<file path="config.mk">
export PLATFORM = sky130hd
export DESIGN_NAME = utf8_to_utf16_stream_flat
export DESIGN_NICKNAME = d
export VERILOG_FILES = /design/src/u8u16_pkg.sv /design/src/u8u16_byte_if.sv /design/src/u8u16_unit_if.sv /design/src/utf8_to_utf16_stream.sv /design/src/u8u16_decode.sv /design/src/flat_wrapper.sv
export SDC_FILE = /design/constraint.sdc
export NUM_CORES = 1
export LEC_CHECK = 0
export BUFFER_PORTS_ARGS = -buffer_cell sky130_fd_sc_hd__buf_2
export CAP_MARGIN = 20
export CORE_AREA = 2 2 93 184
export CTS_CLUSTER_DIAMETER = 40
export DETAILED_ROUTE_END_ITERATION = 8
export DIE_AREA = 0 0 95 186
export PLACE_DENSITY = 0.78
export SYNTH_ARGS = -nofsm -noshare
export SYNTH_HDL_FRONTEND = slang
export SYNTH_SLANG_ARGS = --single-unit
export TNS_END_PERCENT = 1
</file>
<file path="constraint.sdc">
create_clock -name clk_i -period 5 [get_ports clk_i]
set_clock_uncertainty 0.05 [all_clocks]
set_input_delay 0.75 -clock clk_i [delete_from_list [all_inputs] [get_ports clk_i]]
set_output_delay 0.75 -clock clk_i [all_outputs]
set_load 0.01 [all_outputs]
</file>
<file path="src/u8u16_pkg.sv">
// ============================================================================
// u8u16_pkg: shared types and constants of the UTF-8 to UTF-16 stream block
// Holds the decoder state record, the result record and the fixed code values.
// ============================================================================
`default_nettype none

package u8u16_pkg;

  // Upper bound on the units of one string, applied on top of the capacity
  // register.
  localparam logic [8:0]  MaxUnits          = 9'd256;
  localparam logic [8:0]  CapacityReset     = 9'd256;

  localparam logic [15:0] ReplacementChar   = 16'h003F;
  localparam logic [15:0] HighSurrogateBase = 16'hD800;
  localparam logic [15:0] LowSurrogateBase  = 16'hDC00;
  localparam logic [20:0] SupplementaryBase = 21'h10000;

  typedef enum logic [1:0] {
    CauseNone     = 2'd0,
    CauseNul      = 2'd1,
    CauseCapacity = 2'd2
  } end_cause_e;

  typedef struct packed {
    logic [20:0] partial_code;
    logic [1:0]  pending;
    logic [8:0]  capacity_left;
    logic [8:0]  unit_count;
  } dec_state_t;

  typedef struct packed {
    logic [15:0] utf16_unit;
    logic        has_unit;
    logic        last;
    end_cause_e  end_cause;
    logic [8:0]  units_written;
  } result_t;

  // Outcome of one input byte: next state and up to two results, first first.
  typedef struct packed {
    dec_state_t state;
    logic [1:0] count;
    result_t    first;
    result_t    second;
  } dec_step_t;

endpackage

`default_nettype wire

</file>
<file path="src/u8u16_byte_if.sv">
// ============================================================================
// u8u16_byte_if: input byte channel
// Valid/ready channel that carries one raw UTF-8 byte per transfer.
// ============================================================================
`default_nettype none

interface u8u16_byte_if;
  logic       valid;
  logic       ready;
  logic [7:0] in_byte;

  modport source (output valid, output in_byte, input ready);
  modport sink   (input valid, input in_byte, output ready);
endinterface

`default_nettype wire

</file>
<file path="src/u8u16_unit_if.sv">
// ============================================================================
// u8u16_unit_if: output result channel
// Valid/ready channel that carries one UTF-16 result per transfer.
// ============================================================================
`default_nettype none

interface u8u16_unit_if;
  logic        valid;
  logic        ready;
  logic [15:0] utf16_unit;
  logic        has_unit;
  logic        last;
  logic [1:0]  end_cause;
  logic [8:0]  units_written;

  modport source (output valid, output utf16_unit, output has_unit, output last,
                  output end_cause, output units_written, input ready);
  modport sink   (input valid, input utf16_unit, input has_unit, input last,
                  input end_cause, input units_written, output ready);
endinterface

`default_nettype wire

</file>
<file path="src/utf8_to_utf16_stream.sv">
// ============================================================================
// utf8_to_utf16_stream: streaming UTF-8 to UTF-16 transcoder
// Decodes one UTF-8 byte per transfer into UTF-16 units with string framing.
// ============================================================================
// The block takes one UTF-8 byte per input transfer and one byte can be taken
// in every clock cycle while the output queue has room. Each byte is decoded
// in a single pass of shallow logic against the held decoder state, and its
// results (none, one or two) go into a three-entry output queue in the same
// cycle. A byte that yields two results (a surrogate pair, or a replacement
// character followed by the reprocessed byte) makes the output channel, at
// one result per cycle while the sink is ready, set the pace. Input is taken
// while the queue holds at most one result, so a finished result waiting on a
// stalled sink does not stop the next byte. A string ends on a NUL byte or
// when the output capacity runs out; that result carries last, the end cause
// and the number of units written, and the decoder then starts a new string
// with the capacity reloaded. Malformed bytes give '?'. The capacity register
// is written through cfg_we_i/cfg_data_i and is meant to be changed only while
// the block is idle; a write between strings loads the new capacity at once.
// ============================================================================
`default_nettype none

module utf8_to_utf16_stream (
  input  logic               clk_i,
  input  logic               rst_ni,
  input  logic               cfg_we_i,
  input  logic [8:0]         cfg_data_i,
  u8u16_byte_if.sink         byte_i,
  u8u16_unit_if.source       unit_o
);

  // Output queue depth: two results per byte plus one waiting on the sink.
  localparam int QDepth = 3;
  localparam int CntW   = $clog2(QDepth + 1);

  u8u16_pkg::dec_state_t state_q, state_d;
  logic [8:0]            capacity_q, capacity_d;
  u8u16_pkg::dec_step_t  step;
  logic [8:0]            eff_capacity;
  logic [8:0]            eff_cfg;

  u8u16_pkg::result_t    queue_q [QDepth];
  u8u16_pkg::result_t    queue_d [QDepth];
  logic [CntW-1:0]       count_q, count_d;

  logic                  push;
  logic                  pop;

  // The effective capacity is clipped to the largest string the block allows.
  assign eff_capacity = (capacity_q > u8u16_pkg::MaxUnits) ? u8u16_pkg::MaxUnits
                                                           : capacity_q;
  assign eff_cfg      = (cfg_data_i > u8u16_pkg::MaxUnits) ? u8u16_pkg::MaxUnits
                                                           : cfg_data_i;

  u8u16_decode u_decode (
    .state_i        (state_q),
    .byte_i         (byte_i.in_byte),
    .eff_capacity_i (eff_capacity),
    .step_o         (step)
  );

  // Room for the two results a byte may produce, without looking at the sink.
  assign byte_i.ready = (count_q <= CntW'(QDepth - 2));
  assign push         = byte_i.valid && byte_i.ready;
  assign pop          = unit_o.valid && unit_o.ready;

  // Decoder state and capacity register. A capacity write reloads the count
  // of units left only when no string is in progress.
  always_comb begin
    state_d    = state_q;
    capacity_d = capacity_q;
    if (push) begin
      state_d = step.state;
    end
    if (cfg_we_i) begin
      capacity_d = cfg_data_i;
      if (state_q.unit_count == 9'd0 && state_q.pending == 2'd0) begin
        state_d.capacity_left = eff_cfg;
      end
    end
  end

  always_ff @(posedge clk_i or negedge rst_ni) begin
    if (!rst_ni) begin
      capacity_q              <= u8u16_pkg::CapacityReset;
      state_q.partial_code    <= '0;
      state_q.pending         <= '0;
      state_q.capacity_left   <= u8u16_pkg::CapacityReset;
      state_q.unit_count      <= '0;
      count_q                 <= '0;
    end else begin
      capacity_q <= capacity_d;
      state_q    <= state_d;
      count_q    <= count_d;
    end
  end

  // Shifting output queue: the head is always entry 0. On a pop everything
  // moves down one place, and new results land right behind what remains.
  always_comb begin
    logic [CntW-1:0] base;
    logic [1:0]      push_n;

    base   = count_q - CntW'(pop);
    push_n = push ? step.count : 2'd0;

    for (int i = 0; i < QDepth - 1; i++) begin
      queue_d[i] = pop ? queue_q[i + 1] : queue_q[i];
    end
    queue_d[QDepth - 1] = queue_q[QDepth - 1];

    for (int i = 0; i < QDepth; i++) begin
      if (push_n != 2'd0 && base == CntW'(i)) begin
        queue_d[i] = step.first;
      end
      if (push_n == 2'd2 && base + CntW'(1) == CntW'(i)) begin
        queue_d[i] = step.second;
      end
    end

    count_d = base + CntW'(push_n);
  end

  always_ff @(posedge clk_i) begin
    for (int i = 0; i < QDepth; i++) begin
      queue_q[i] <= queue_d[i];
    end
  end

  assign unit_o.valid         = (count_q != '0);
  assign unit_o.utf16_unit    = queue_q[0].utf16_unit;
  assign unit_o.has_unit      = queue_q[0].has_unit;
  assign unit_o.last          = queue_q[0].last;
  assign unit_o.end_cause     = 2'(queue_q[0].end_cause);
  assign unit_o.units_written = queue_q[0].units_written;

endmodule

`default_nettype wire

</file>
<file path="src/u8u16_decode.sv">
// ============================================================================
// u8u16_decode: per-byte transcoding step
// Combinational decode of one byte against the current state, including the
// reprocessing of a byte that broke a sequence.
// ============================================================================
`default_nettype none

module u8u16_decode (
  input  u8u16_pkg::dec_state_t state_i,
  input  logic [7:0]            byte_i,
  input  logic [8:0]            eff_capacity_i,
  output u8u16_pkg::dec_step_t  step_o
);

  typedef struct packed {
    logic        ok;
    logic [1:0]  pending;
    logic [20:0] partial;
  } lead_t;

  function automatic lead_t lead_decode(logic [7:0] b);
    lead_t r;
    r = '0;
    priority if (b[7] == 1'b0) begin
      r.ok      = 1'b1;
      r.partial = {13'd0, b};
    end else if (b[7:5] == 3'b110) begin
      r.ok      = (b[4:1] != 4'd0);
      r.pending = 2'd1;
      r.partial = {16'd0, b[4:0]};
    end else if (b[7:4] == 4'b1110) begin
      r.ok      = 1'b1;
      r.pending = 2'd2;
      r.partial = {17'd0, b[3:0]};
    end else if (b[7:3] == 5'b11110) begin
      r.ok      = 1'b1;
      r.pending = 2'd3;
      r.partial = {18'd0, b[2:0]};
    end else begin
      r.ok = 1'b0;
    end
    return r;
  endfunction

  function automatic u8u16_pkg::result_t unit_result(logic [15:0] u, logic ends,
                                                     logic [8:0] written);
    u8u16_pkg::result_t r;
    r.utf16_unit    = u;
    r.has_unit      = 1'b1;
    r.last          = ends;
    r.end_cause     = ends ? u8u16_pkg::CauseCapacity : u8u16_pkg::CauseNone;
    r.units_written = ends ? written : 9'd0;
    return r;
  endfunction

  function automatic u8u16_pkg::result_t marker(u8u16_pkg::end_cause_e cause,
                                                logic [8:0] written);
    u8u16_pkg::result_t r;
    r.utf16_unit    = 16'd0;
    r.has_unit      = 1'b0;
    r.last          = 1'b1;
    r.end_cause     = cause;
    r.units_written = written;
    return r;
  endfunction

  always_comb begin
    u8u16_pkg::dec_step_t  s;
    u8u16_pkg::dec_state_t rearm;
    lead_t                 ld;
    logic [20:0]           cont_code;
    logic [1:0]            cont_pend;
    logic                  ok0;
    logic                  again;
    logic [1:0]            pend0;
    logic [20:0]           code0;
    logic [20:0]           off;
    logic [1:0]            pend1;
    logic [20:0]           code1;
    logic [8:0]            cnt1;
    logic [8:0]            cap1;

    rearm.partial_code  = '0;
    rearm.pending       = '0;
    rearm.capacity_left = eff_capacity_i;
    rearm.unit_count    = '0;

    s.state  = state_i;
    s.count  = 2'd0;
    s.first  = '0;
    s.second = '0;

    ld        = lead_decode(byte_i);
    cont_code = {state_i.partial_code[14:0], byte_i[5:0]};
    cont_pend = state_i.pending - 2'd1;

    if (state_i.pending != 2'd0) begin
      // Continuation byte, with the overlong checks after the second byte.
      ok0   = (byte_i[7:6] == 2'b10) &&
              !((cont_pend == 2'd1 && cont_code <= 21'h1F) ||
                (cont_pend == 2'd2 && cont_code <= 21'h0F));
      pend0 = cont_pend;
      code0 = cont_code;
    end else begin
      ok0   = ld.ok;
      pend0 = ld.pending;
      code0 = ld.partial;
    end
    again = !ok0 && (state_i.pending != 2'd0);
    if (!ok0) begin
      pend0 = 2'd0;
      code0 = {5'd0, u8u16_pkg::ReplacementChar};
    end

    off   = code0 - u8u16_pkg::SupplementaryBase;
    cnt1  = state_i.unit_count + 9'd1;
    cap1  = state_i.capacity_left - 9'd1;
    pend1 = ld.ok ? ld.pending : 2'd0;
    code1 = ld.ok ? ld.partial : {5'd0, u8u16_pkg::ReplacementChar};

    priority if (state_i.capacity_left == 9'd0) begin
      s.count = 2'd1;
      s.first = marker(u8u16_pkg::CauseCapacity, state_i.unit_count);
      s.state = rearm;
    end else if (pend0 != 2'd0) begin
      s.state.partial_code = code0;
      s.state.pending      = pend0;
    end else if (code0 == 21'd0) begin
      s.count = 2'd1;
      s.first = marker(u8u16_pkg::CauseNul, state_i.unit_count);
      s.state = rearm;
    end else if (code0[20:16] != 5'd0) begin
      if (state_i.capacity_left < 9'd2) begin
        s.count = 2'd1;
        s.first = marker(u8u16_pkg::CauseCapacity, state_i.unit_count);
        s.state = rearm;
      end else begin
        s.count  = 2'd2;
        s.first  = unit_result(u8u16_pkg::HighSurrogateBase | {6'd0, off[19:10]},
                               1'b0, 9'd0);
        s.second = unit_result(u8u16_pkg::LowSurrogateBase | {6'd0, off[9:0]},
                               state_i.capacity_left == 9'd2,
                               state_i.unit_count + 9'd2);
        if (state_i.capacity_left == 9'd2) begin
          s.state = rearm;
        end else begin
          s.state.partial_code  = code0;
          s.state.pending       = 2'd0;
          s.state.unit_count    = state_i.unit_count + 9'd2;
          s.state.capacity_left = state_i.capacity_left - 9'd2;
        end
      end
    end else if (cap1 == 9'd0) begin
      // This unit takes the last slot; a byte waiting for reprocessing is dropped.
      s.count = 2'd1;
      s.first = unit_result(code0[15:0], 1'b1, cnt1);
      s.state = rearm;
    end else begin
      s.count               = 2'd1;
      s.first               = unit_result(code0[15:0], 1'b0, 9'd0);
      s.state.partial_code  = code0;
      s.state.pending       = 2'd0;
      s.state.unit_count    = cnt1;
      s.state.capacity_left = cap1;
      if (again) begin
        // The byte that broke the sequence starts over as a lead byte.
        priority if (pend1 != 2'd0) begin
          s.state.partial_code = code1;
          s.state.pending      = pend1;
        end else if (code1 == 21'd0) begin
          s.count  = 2'd2;
          s.second = marker(u8u16_pkg::CauseNul, cnt1);
          s.state  = rearm;
        end else begin
          s.count  = 2'd2;
          s.second = unit_result(code1[15:0], cap1 == 9'd1, cnt1 + 9'd1);
          if (cap1 == 9'd1) begin
            s.state = rearm;
          end else begin
            s.state.partial_code  = code1;
            s.state.unit_count    = cnt1 + 9'd1;
            s.state.capacity_left = cap1 - 9'd1;
          end
        end
      end
    end

    step_o = s;
  end

endmodule

`default_nettype wire
</file>
<file path="src/flat_wrapper.sv">
// flat-port wrapper written by rule: the top's interface ports become plain ports
module utf8_to_utf16_stream_flat 
  (clk_i, rst_ni, cfg_we_i, cfg_data_i, byte_i_valid, byte_i_in_byte, byte_i_ready, unit_o_valid, unit_o_utf16_unit, unit_o_has_unit, unit_o_last, unit_o_end_cause, unit_o_units_written, unit_o_ready);
  u8u16_byte_if byte_i_i ();
  u8u16_unit_if unit_o_i ();
  input  logic clk_i;
  input  logic rst_ni;
  input  logic cfg_we_i;
  input  logic [8:0] cfg_data_i;
  input wire logic [$bits(byte_i_i.valid)-1:0] byte_i_valid;
  input wire logic [$bits(byte_i_i.in_byte)-1:0] byte_i_in_byte;
  output wire logic [$bits(byte_i_i.ready)-1:0] byte_i_ready;
  output wire logic [$bits(unit_o_i.valid)-1:0] unit_o_valid;
  output wire logic [$bits(unit_o_i.utf16_unit)-1:0] unit_o_utf16_unit;
  output wire logic [$bits(unit_o_i.has_unit)-1:0] unit_o_has_unit;
  output wire logic [$bits(unit_o_i.last)-1:0] unit_o_last;
  output wire logic [$bits(unit_o_i.end_cause)-1:0] unit_o_end_cause;
  output wire logic [$bits(unit_o_i.units_written)-1:0] unit_o_units_written;
  input wire logic [$bits(unit_o_i.ready)-1:0] unit_o_ready;
  assign byte_i_i.valid = byte_i_valid;
  assign byte_i_i.in_byte = byte_i_in_byte;
  assign byte_i_ready = byte_i_i.ready;
  assign unit_o_valid = unit_o_i.valid;
  assign unit_o_utf16_unit = unit_o_i.utf16_unit;
  assign unit_o_has_unit = unit_o_i.has_unit;
  assign unit_o_last = unit_o_i.last;
  assign unit_o_end_cause = unit_o_i.end_cause;
  assign unit_o_units_written = unit_o_i.units_written;
  assign unit_o_i.ready = unit_o_ready;
  utf8_to_utf16_stream u_core (.clk_i(clk_i), .rst_ni(rst_ni), .cfg_we_i(cfg_we_i), .cfg_data_i(cfg_data_i), .byte_i(byte_i_i), .unit_o(unit_o_i));
endmodule
</file>
[Word-level counts from Yosys, hierarchy flattened]
Memories as Yosys holds them, arrays and structs flattened.
Cells that the tools add are included.
Word-level totals
  bits in registers: 46
  RAM bits: 87
  input port bits: 22
  output and inout bits: 31
  logic and storage cells: 133
  memories kept: 1
Cells by class
  $add $sub $neg: 11
  $lt $le $gt $ge: 6
  eq/ne operators: 14
  mux-type cells: 63
  reduce and logical (&&, ||, !) cells: 32
Memories
  u_core.queue_q: words 3, bits a word 29, read ports 3, clocked after memory_dff 0, write ports 3, line utf8_to_utf16_stream.sv:41  | u8u16_pkg::result_t queue_q [QDepth];
Operators with widths (count)
  $mux W29: 15
  $mux W95: 4
  $mux W37: 9
  $mux W66: 4
  $mux W21: 4
  $mux W78: 1
  $mux W9: 6
  $mux W24: 2
  $logic_not A21 Y1: 2
  $mux W18: 2
  $mux W35: 1
  $mux W17: 2
  $logic_not A9 Y1: 3
  $mux W23: 1
  $le A21 B4 Y1 const B: 1
  $le A21 B5 Y1 const B: 1
  $mux W20: 1
  $sub A20 B17 Y20 const B: 1
  $add A9 B1 Y9 const B: 2
  $gt A9 B9 Y1 const B: 2
  $sub A9 B1 Y9 const B: 2
  $mux W15: 1
  $mux W2: 7
  $logic_and A1 B1 Y1: 13
  other kinds (24): 39

[Depth between registers and ports, before layout]
  word-level depth: 30
  gate-level depth with buffers: 17
  depth with buffers taken out: 12

[By module]
A second synthesis with hierarchy kept.
Unflattened totals
  cells, all modules: 1210
  area, all modules: 10618.9 µm²
By module, submodules not included
  utf8_to_utf16_stream: times used 1, cells an instance 594, area each 6975.4 µm², sequential area each 3916.3 µm²
  u8u16_decode: times used 1, cells an instance 616, area each 3643.5 µm², sequential area each 0.0 µm²

[Least setup slack after synthesis]
Ideal clock, no wire load.
  kind: input port to flip-flop
  start point: in byte_i_in_byte[4]
  end point: mem u_core.queue_q[0][29] (netlist name), enable pin
  setup time: 0.525 ns
  arrival: 3.952 ns
  data required time: 4.425 ns
  path slack: 0.473 ns
  stages: 16
  buffers on the path: 6
  path through: buf_6 a211oi_2 nand4_2 o21a_1 clkbuf_1 clkbuf_1 nand2_1 ha_1 o31ai_4 a2111oi_2 nor2_1 buf_6 nand3_1 buf_4 buf_2 nand3_1
RTL lines
  start: declaration: line flat_wrapper.sv:11  | input wire logic [$bits(byte_i_i.in_byte)-1:0] byte_i_in_byte;
  end: declaration: line utf8_to_utf16_stream.sv:41

==> key figures <==
Critical path
  – R2R setup slack: 610 ps
  – Crit-path max FO: 16
  – Crit path cell chain: nor4_2 > nand3_2 > o21a_1 > buf_4 > nand2_1 > ha_1 > o31ai_4 > buf_4 > nor4_2 > nand2_1 > o31ai_1 > nor2_1 > a31oi_1
  – Slowest CP cell: o31ai_1
  – Bufs and invs on worst path: 2
  – CP max stage delay: 600 ps
  – WS Path Type: flop to flop
  – Worst r2r src: u_core.state_q[26]$_DFFE_PN0P_
  – Critical path capture point type: flop
  – Worst EP required: 5220 ps
  – Crit Reg-Reg Endpoint: u_core.queue_q[0][15]$_DFFE_PP_
  – Critical path capture point: u_core.queue_q[0][15]$_DFFE_PP_
  – CP startpoint: u_core.state_q[26]$_DFFE_PN0P_
  – Reg2Reg Depth: 13
  – Crit-path leading delay family: simple AND/OR/NAND/NOR gates
  – Crit path DAT: 4610 ps
  – Worst path depth: 13
  – Startpoint Class: flop

Clock tree
  – CTS H-Tree Depth: 4
  – CTS tree: built
  – CTS Buffer Depth: 2
  – Total CTS buffers: 17
  – Clock Latency Late Sink: 430 ps
  – Clk slew on worst S/H paths: 60 ps
  – Setup repair bufs after CTS: 0
  – Clk root buf: clkbuf_16
  – Cts hold-fix bufs: 0
  – CTS resizes: 0
  – # clock sinks: 133

STA
  – Setup_tns: 0 ps
  – RSZ-0062 raised after global routing: false
  – Final setup vio count: 0
  – Tmin final: 4390 ps
  – FMAX: 228 MHz
  – Final Cycle Share: 87.8%
  – Relative slew slack: 35.2%
  – Max-slew violations: 0
  – Final Hold Vio Count: 0
  – Worst Tran Pin Value: 972 ps

Logic synthesis
  – Mapped Cells: 1126
  – Seq cells post-synth: 133
  – Sequential cell area fraction in the yosys report: 38.3%
  – Syn. warnings: 0
  – Ranking of synthesized cells by area: edfxtp_1, dfrtp_1, nand2_1
  – Yosys top cell area share: 25.8%
  – Area leader, netlist: edfxtp_1
  – Post-synth top flop: edfxtp_1
  – Most common cell in the synthesized netlist: nand2_1
  – Mean Syn Cell Area: 8.67 µm²
  – Synthesized area: 9760 µm²
  – Number of synthesized flops with an enable pin: 84
  – Cell variety after synth: 90
  – Ys async rst share: 34.6%
  – Synth cell count leaders: nand2_1, nor2_1, edfxtp_1, o21ai_0, a21oi_1
  – Mapped Nets: 1163

Detailed routing
  – Initial detailed-routing violation count: 995
  – Routed wire length: 31300 µm
  – # DRC: 0
  – Vias per cell: 6.92
  – Via count: 9315
  – Remaining antenna violation count after routing: 0
  – Drt pass-1 iters: 7
  – Average wire per standard cell: 23.2 µm

GRT
  – Pin count of the biggest net entering global routing: 47
  – First-pass GRT wire length: 49200 µm
  – All-Layer GR Usage: 36.7%
  – Antenna violations before repair: 0
  – Vias in the first global route: 9198
  – Gr ovfl total: 0

Die
  – Core area: 16300 µm²
  – Die Span Y: 186 µm
  – IO Count: 53
  – DIE AREA: 17700 µm²
  – Row count: 66
  – Initial Util: 60.0%
  – Die W: 95 µm

Cells and area
  – Synth-to-layout area growth: 9.41%
  – Fin util: 65.6%
  – Antenna fix cells: 0
  – Layout cell share with drive strength beyond 1: 15.0%
  – Fin nets: 1168
  – # fillers: 1381

Power and ir drop
  – Leakage power: 4.05 nW
  – Peak VDD IR: 0.324 mV
  – P per Cell Area: 606 nW/µm²

Flow run
  – # Max-Cap Violations: 0

Min path
  – Min-delay worst type: primary input to async pin

Placement
  – Routability Congestion: 1.16
  – Post-DP HPWL: 23100 µm
  – PortBufs: 52

Status
  – Status: completed
==> placed cells by master, fill, tap and decap left out, types with 6 or more instances in the layout <==
cell / count
a22oi_1: 12
ha_1: 15
buf_2: 52
nor3_1: 36
o21a_1: 13
o32ai_1: 6
nor2b_1: 7
a31oi_1: 21
nand4_1: 11
a211o_1: 9
o211ai_1: 8
nand3b_1: 6
dfrtp_1: 44
buf_4: 38
o22ai_1: 18
xor2_1: 12
xnor2_1: 27
a32o_1: 13
nor4_1: 9
mux2_2: 8
o21ai_1: 17
a211oi_1: 19
o221ai_1: 8
clkbuf_16: 17
mux2i_1: 15
a21o_1: 13
a22o_1: 9
nor2_1: 108
o21ai_0: 84
edfxtp_1: 84
nand2b_1: 8
a21oi_1: 55
and3_1: 9
and2_1: 8
inv_1: 18
nand2_1: 136
nand3_1: 47
bufinv_16: 6
==> flip-flops by register name, indices dropped and copies added (netlist names) <==
name and flops:
u_core.capacity_q 9, u_core.count_q 2, u_core.queue_q 87, u_core.state_q 35
==> per-stage QoR <==
stage          area (µm²)  setup slack (ps)  total power [mW]  hold WS [ps]  instances
2_1_floorplan        9760               473              4.22           386       1126
3_3_place_gp        10000               500              4.90           402       1316
3_5_place_dp        10000               439              4.96           422       1316
4_1_cts             10700               746              6.40           394       1347
5_1_grt             10700               393              6.84           444       1347
6_report            10700               609              6.47           381       1347
==> worst min-delay path by stage <==
stage / startpoint / to / cells after the start
after floorplan: u_core.queue_q[0][84]$_SDFFE_PN0P_ / u_core.queue_q[0][84]$_SDFFE_PN0P_ / 2
after global placement: u_core.queue_q[0][84]$_SDFFE_PN0P_ / u_core.queue_q[0][84]$_SDFFE_PN0P_ / 2
after detailed placement: u_core.queue_q[0][84]$_SDFFE_PN0P_ / u_core.queue_q[0][84]$_SDFFE_PN0P_ / 2
after CTS: rst_ni / u_core.state_q[18]$_DFFE_PN0P_ / 2
after global routing: rst_ni / u_core.state_q[18]$_DFFE_PN0P_ / 2
final: rst_ni / u_core.state_q[18]$_DFFE_PN0P_ / 2
==> where the power goes <==
group | internal, mW | switching (mW)
Combinational | 1.10 | 1.90
Clock | 0.933 | 0.501
Sequential | 1.69 | 0.347
==> layer usage <==
metal | vias to the layer above | track usage (%) | wire length, µm
met5 | - | 0 | 0
met4 | 0 | 23.3 | 2130
met3 | 158 | 6.52 | 2010
met2 | 516 | 64.0 | 15900
met1 | 4427 | 40.0 | 11300
li1 | 4214 | - | -
==> cells by family (layout without fill, tap and decap cells) <==
group | Yosys count | in the layout | share of synthesized area (%)
mux | 23 | 23 | 2.46
fa+ha+maj | 15 | 15 | 1.92
simple gates | 427 | 427 | 21.2
flops | 133 | 133 | 38.3
compound gates | 366 | 366 | 26.1
xor+xnor | 39 | 39 | 3.50
buf+inv | 123 | 140 | 6.58
==> cell type report <==
type / instances / area, µm² / area share, %
multi-input cells: 870 / 5390 / 50.5
flip-flops and latches: 133 / 3740 / 35.0
repair buffers: 91 / 566 / 5.30
clock buffers: 18 / 429 / 4.02
well taps: 204 / 255 / 2.39
clock inverters: 13 / 229 / 2.14
inverters: 18 / 67.6 / 0.633
Note: power is estimated with default switching activity, not from simulation.
